==> config.mk <==
export PLATFORM = sky130hd
export DESIGN_NAME = kls_divider
export DESIGN_NICKNAME = d
export VERILOG_FILES = /design/src/sv/kls_pkg.sv /design/src/sv/kls_divider.sv
export SDC_FILE = /design/constraint.sdc
export NUM_CORES = 1
export LEC_CHECK = 0
export BUFFER_PORTS_ARGS = -buffer_cell sky130_fd_sc_hd__clkbuf_2
export CAP_MARGIN = 20
export CORE_MARGIN = 4
export CORE_UTILIZATION = 55
export CTS_CLUSTER_DIAMETER = 120
export DETAILED_ROUTE_END_ITERATION = 6
export GPL_TIMING_DRIVEN = 0
export PLACE_DENSITY = 0.83
export SYNTH_ARGS = -nofsm -noshare
export SYNTH_HDL_FRONTEND = slang
export SYNTH_SLANG_ARGS = --single-unit
==> constraint.sdc <==
create_clock -name i_clk -period 6.8 [get_ports i_clk]
set_input_delay 1.02 -clock i_clk [delete_from_list [all_inputs] [get_ports i_clk]]
set_output_delay 1.02 -clock i_clk [all_outputs]
set_load 0.01 [all_outputs]
==> src/sv/kls_pkg.sv <==
// ----------------------------------------------------------------------------
// kls_pkg
// shared types and constants for the keyframe linear sampler
// ----------------------------------------------------------------------------
package kls_pkg;

    localparam int DVD_W = 56;   // magnitude of (v1 - v0) * (p - t0)
    localparam int DEN_W = 24;   // key time difference
    localparam int VAL_W = 32;
    localparam int TIME_W = 24;

    typedef enum logic [1:0] {
        OP_LOAD    = 2'd0,
        OP_TICK    = 2'd1,
        OP_RESTART = 2'd2,
        OP_STOP    = 2'd3
    } t_opcode;

    typedef struct packed {
        logic             done;
        logic [DVD_W-1:0] quotient;
    } t_div_rsp;

    typedef struct packed {
        logic             start;
        logic [DVD_W-1:0] dividend;
        logic [DEN_W-1:0] divisor;
    } t_div_req;

endpackage

==> src/sv/kls_divider.sv <==
// ----------------------------------------------------------------------------
// kls_divider
// unsigned restoring divider, one quotient bit per cycle
// ----------------------------------------------------------------------------
module kls_divider (
    input  logic               i_clk,
    input  logic               i_rst_n,
    input  kls_pkg::t_div_req  i_req,
    output kls_pkg::t_div_rsp  o_rsp
);

    localparam int CNT_W = $clog2(kls_pkg::DVD_W + 1);

    logic                       r_run;
    logic                       r_done;
    logic [CNT_W-1:0]           r_cnt;
    logic [kls_pkg::DEN_W-1:0]  r_rem;
    logic [kls_pkg::DVD_W-1:0]  r_quo;
    logic [kls_pkg::DEN_W-1:0]  r_den;

    logic [kls_pkg::DEN_W:0]    shifted;
    logic [kls_pkg::DEN_W:0]    trial;

    always_comb begin
        shifted = {r_rem, r_quo[kls_pkg::DVD_W-1]};
        trial   = shifted - {1'b0, r_den};
    end

    always_ff @(posedge i_clk) begin
        if (!i_rst_n) begin
            r_run  <= 1'b0;
            r_done <= 1'b0;
            r_cnt  <= '0;
        end else begin
            r_done <= 1'b0;
            if (i_req.start) begin
                r_run <= 1'b1;
                r_cnt <= CNT_W'(kls_pkg::DVD_W);
                r_rem <= '0;
                r_quo <= i_req.dividend;
                r_den <= i_req.divisor;
            end else if (r_run) begin
                // remainder stays below the divisor, so it fits in DEN_W bits
                if (!trial[kls_pkg::DEN_W]) begin
                    r_rem <= trial[kls_pkg::DEN_W-1:0];
                    r_quo <= {r_quo[kls_pkg::DVD_W-2:0], 1'b1};
                end else begin
                    r_rem <= shifted[kls_pkg::DEN_W-1:0];
                    r_quo <= {r_quo[kls_pkg::DVD_W-2:0], 1'b0};
                end
                r_cnt <= r_cnt - 1'b1;
                if (r_cnt == CNT_W'(1)) begin
                    r_run  <= 1'b0;
                    r_done <= 1'b1;
                end
            end
        end
    end

    assign o_rsp.done     = r_done;
    assign o_rsp.quotient = r_quo;

endmodule

==> run summary <==
Status: finished clean
Post-synth ARST share: 0
Worst Setup End Kind: flop
CP Cell Sequence: inv_1 -> ha_1 -> fa_1 -> nand2b_1 -> a21oi_1 -> o211a_1 -> o21ai_1 -> and3_1 -> nor3_1 -> buf_2 -> nand2_1 -> a21oi_1
Dpl ws: 3.09 ns
Final nets: 740
Skew final: 0.0251 ns
CTS Buf Count: 9
Final Cycle Share: 0.488
Smallest hold slack: 0.509 ns
First-pass GRT wire length: 22200 microns
RSZ-0062 raised after global routing: false
Worst setup startpoint: r_quo[55]
CP max stage delay: 0.46 ns
Clk_lat worst skew: 0.38 ns
Cts hold-fix bufs: 0
Post-DP HPWL: 10200 microns
Pin count of the biggest net entering global routing: 62
Hold Crit Start: r_cnt[1]
Seq/Total Area, Yosys: 0.548
Postcts setup bufs: 0
Violation count after the first detailed-route iteration: 197
Fin util: 0.679
Min cycle time layout: 3.32 ns
EDFF count, synth: 104
Maximum VDD drop: 0.148 mV
Cell Area, Placed: 0.00689 sq mm
CP Class: reg -> reg
Final Max Tran Viols: 0
Die width: 112 microns
Multi-input gate area: 0.00245 sq mm
Setup ws final: 3.48 ns
Cell area after layout: 0.00710 sq mm
Critical Path RT: 7.02 ns
Worst Setup EP: r_rem[0]
Post-CTS sizing: 0
Setup Viol. Count Final: 0
Routed vias: 4316
CTS sink cnt: 112
Nature of the critical path startpoint: flop
Mean Syn Cell Area: 12.5 sq um
Max Cap Viol: 0
CP arrival: 3.54 ns
Worst r2r src: r_quo[55]
Synth Flop Type: edfxtp_1
PwrDens: 241 mW/mm^2
CORE AREA: 0.0105 sq mm
Top cells by area, synth: edfxtp_1, mux2_2, ha_1
Die Ht: 112 microns
GRT overflow: 0
CP Max Fanout: 10
Share of the synthesized area in the top cell type: 0.521
Clock-pin slew on the worst setup and hold paths: 0.13 ns
Clock Tree Buf Depth: 2
Starting density of the core: 0.573
Fill count: 790
Register area: 0.00328 sq mm
Cell taking the most area after synthesis: edfxtp_1
Worst reg-to-reg path cell count: 12
# diodes: 0
Post-Syn Area: 0.00599 sq mm
Slowest cell on crit path: nor3_1
Crit path top cell by count: a21oi_1
GP Congestion: 0.883
Final ANT Viol Nets: 0
Total GRT Usage: 0.218
Avg WL per Cell: 17.5 microns
FF-to-FF setup slack: 3.48 ns
Mapped Nets: 589
Htree depth: 3
Drt drc: 0
Fmax: 0.301 GHz
Final Hold Viols: 0
Row cnt: 37
First-pass DRT Iterations: 4
Buffers on Ports: 138
Initial antenna violation count: 0
DR vias/cell: 5.60
Die footprint: 0.0126 sq mm
Root Driver: clkbuf_8
IO Count: 140
Least-Margin Pin Slew: 0.636 ns
End of the worst register-to-register path: r_rem[0]
Synth Warn #: 0
Synth Register Bits: 112
Final setup TNS: 0 ns
Layout cells sized above 1: 0.359
Rel. slew slack: 0.576
Leak Pwr: 3.04 nW
CTS tree: yes
Synth Instances: 479
Hold crit path type: reg -> reg
Synth cell types: 58
DRT Wirelength: 13500 microns
Area grow syn2layout: 18.5%
Number of global-route vias before repair: 4499
## worst max-delay path: cells and delay by family (launching register included)
family,cells,cell delay [ns]
AOI/OAI and AO/OA,4,0.80
adders and majority gates,2,0.62
and+or+nand+nor,4,0.92
DFF,1,0.40
buffers and inverters,2,0.42
## Yosys cell counts, drive strengths merged, types with 9 or more instances
| cell type | instances |
|---|---|
| edfxtp | 104 |
| mux2 | 55 |
| inv | 33 |
| nor2 | 33 |
| a21oi | 28 |
| ha | 26 |
| nand2 | 24 |
| mux2i | 16 |
| xnor2 | 16 |
| o21ai | 14 |
| buf | 12 |
| a21o | 11 |
| clkbuf | 9 |
## metrics by stage
stage | cells | total power, mW
final | 771 | 1.71
after detailed placement | 754 | 1.32
after global routing | 771 | 1.80
after CTS | 770 | 1.72
after floorplan | 479 | 1.20
after global placement | 753 | 1.31
## flip-flops by register name, indices dropped and copies added (netlist names)
| name | count |
|---|---|
| r_cnt | 6 |
| r_den | 24 |
| r_done | 1 |
| r_quo | 56 |
| r_rem | 24 |
| r_run | 1 |
## cell families (layout without fill, tap and decap cells)
family / after synthesis / after routing / synth area share
xor+xnor: 21 / 21 / 0.0307
compound gates: 96 / 96 / 0.107
buf+inv: 54 / 210 / 0.0443
mux: 71 / 71 / 0.130
fa+ha+maj: 27 / 27 / 0.0576
simple gates: 98 / 98 / 0.0823
flops: 112 / 112 / 0.548
## how the worst min path moves through the flow
| stage | end | cells past startpoint | slack [ns] |
|---|---|---|---|
| 2_1_floorplan | r_cnt[1] | 2 | 0.47 |
| 4_1_cts | r_cnt[1] | 2 | 0.51 |
| 3_5_place_dp | r_cnt[1] | 2 | 0.49 |
| 6_report | r_cnt[1] | 2 | 0.51 |
| 3_3_place_gp | r_cnt[1] | 2 | 0.48 |
| 5_1_grt | r_cnt[1] | 2 | 0.56 |
## layer usage
layer | up-vias | GRT usage | share of wire
met4 | 0 | 0.0537 | 0.014
met3 | 16 | 0.0765 | 0.084
met5 | - | 0 | 0
met2 | 147 | 0.382 | 0.51
met1 | 2077 | 0.255 | 0.39
li1 | 2076 | - | -
## power by group
group / switching, mW / internal, mW
registers: 0.0283 / 0.823
logic: 0.247 / 0.212
clock network: 0.253 / 0.145
## layout make-up
| class | count | share of cell area |
|---|---|---|
| clock buffer | 9 | 0.0174 |
| clock inverter | 7 | 0.0104 |
| tap | 136 | 0.0240 |
| multi-input combinational | 313 | 0.345 |
| buffer | 21 | 0.0199 |
| inverter | 33 | 0.0174 |
| timing repair buffer | 140 | 0.103 |
| sequential | 112 | 0.462 |
## cell usage in the layout, fill, tap and decap left out, drive strengths merged, types with 7 or more instances in the layout
cell type,n
mux2i,16
a21o,11
edfxtp,104
clkbuf,156
o21ai,14
a211oi,7
buf,14
nor2,33
dfxtp,8
a21oi,28
nand2b,8
nand2,24
mux2,55
inv,36
ha,26
xnor2,16
Power figures use the tool's default switching activity.
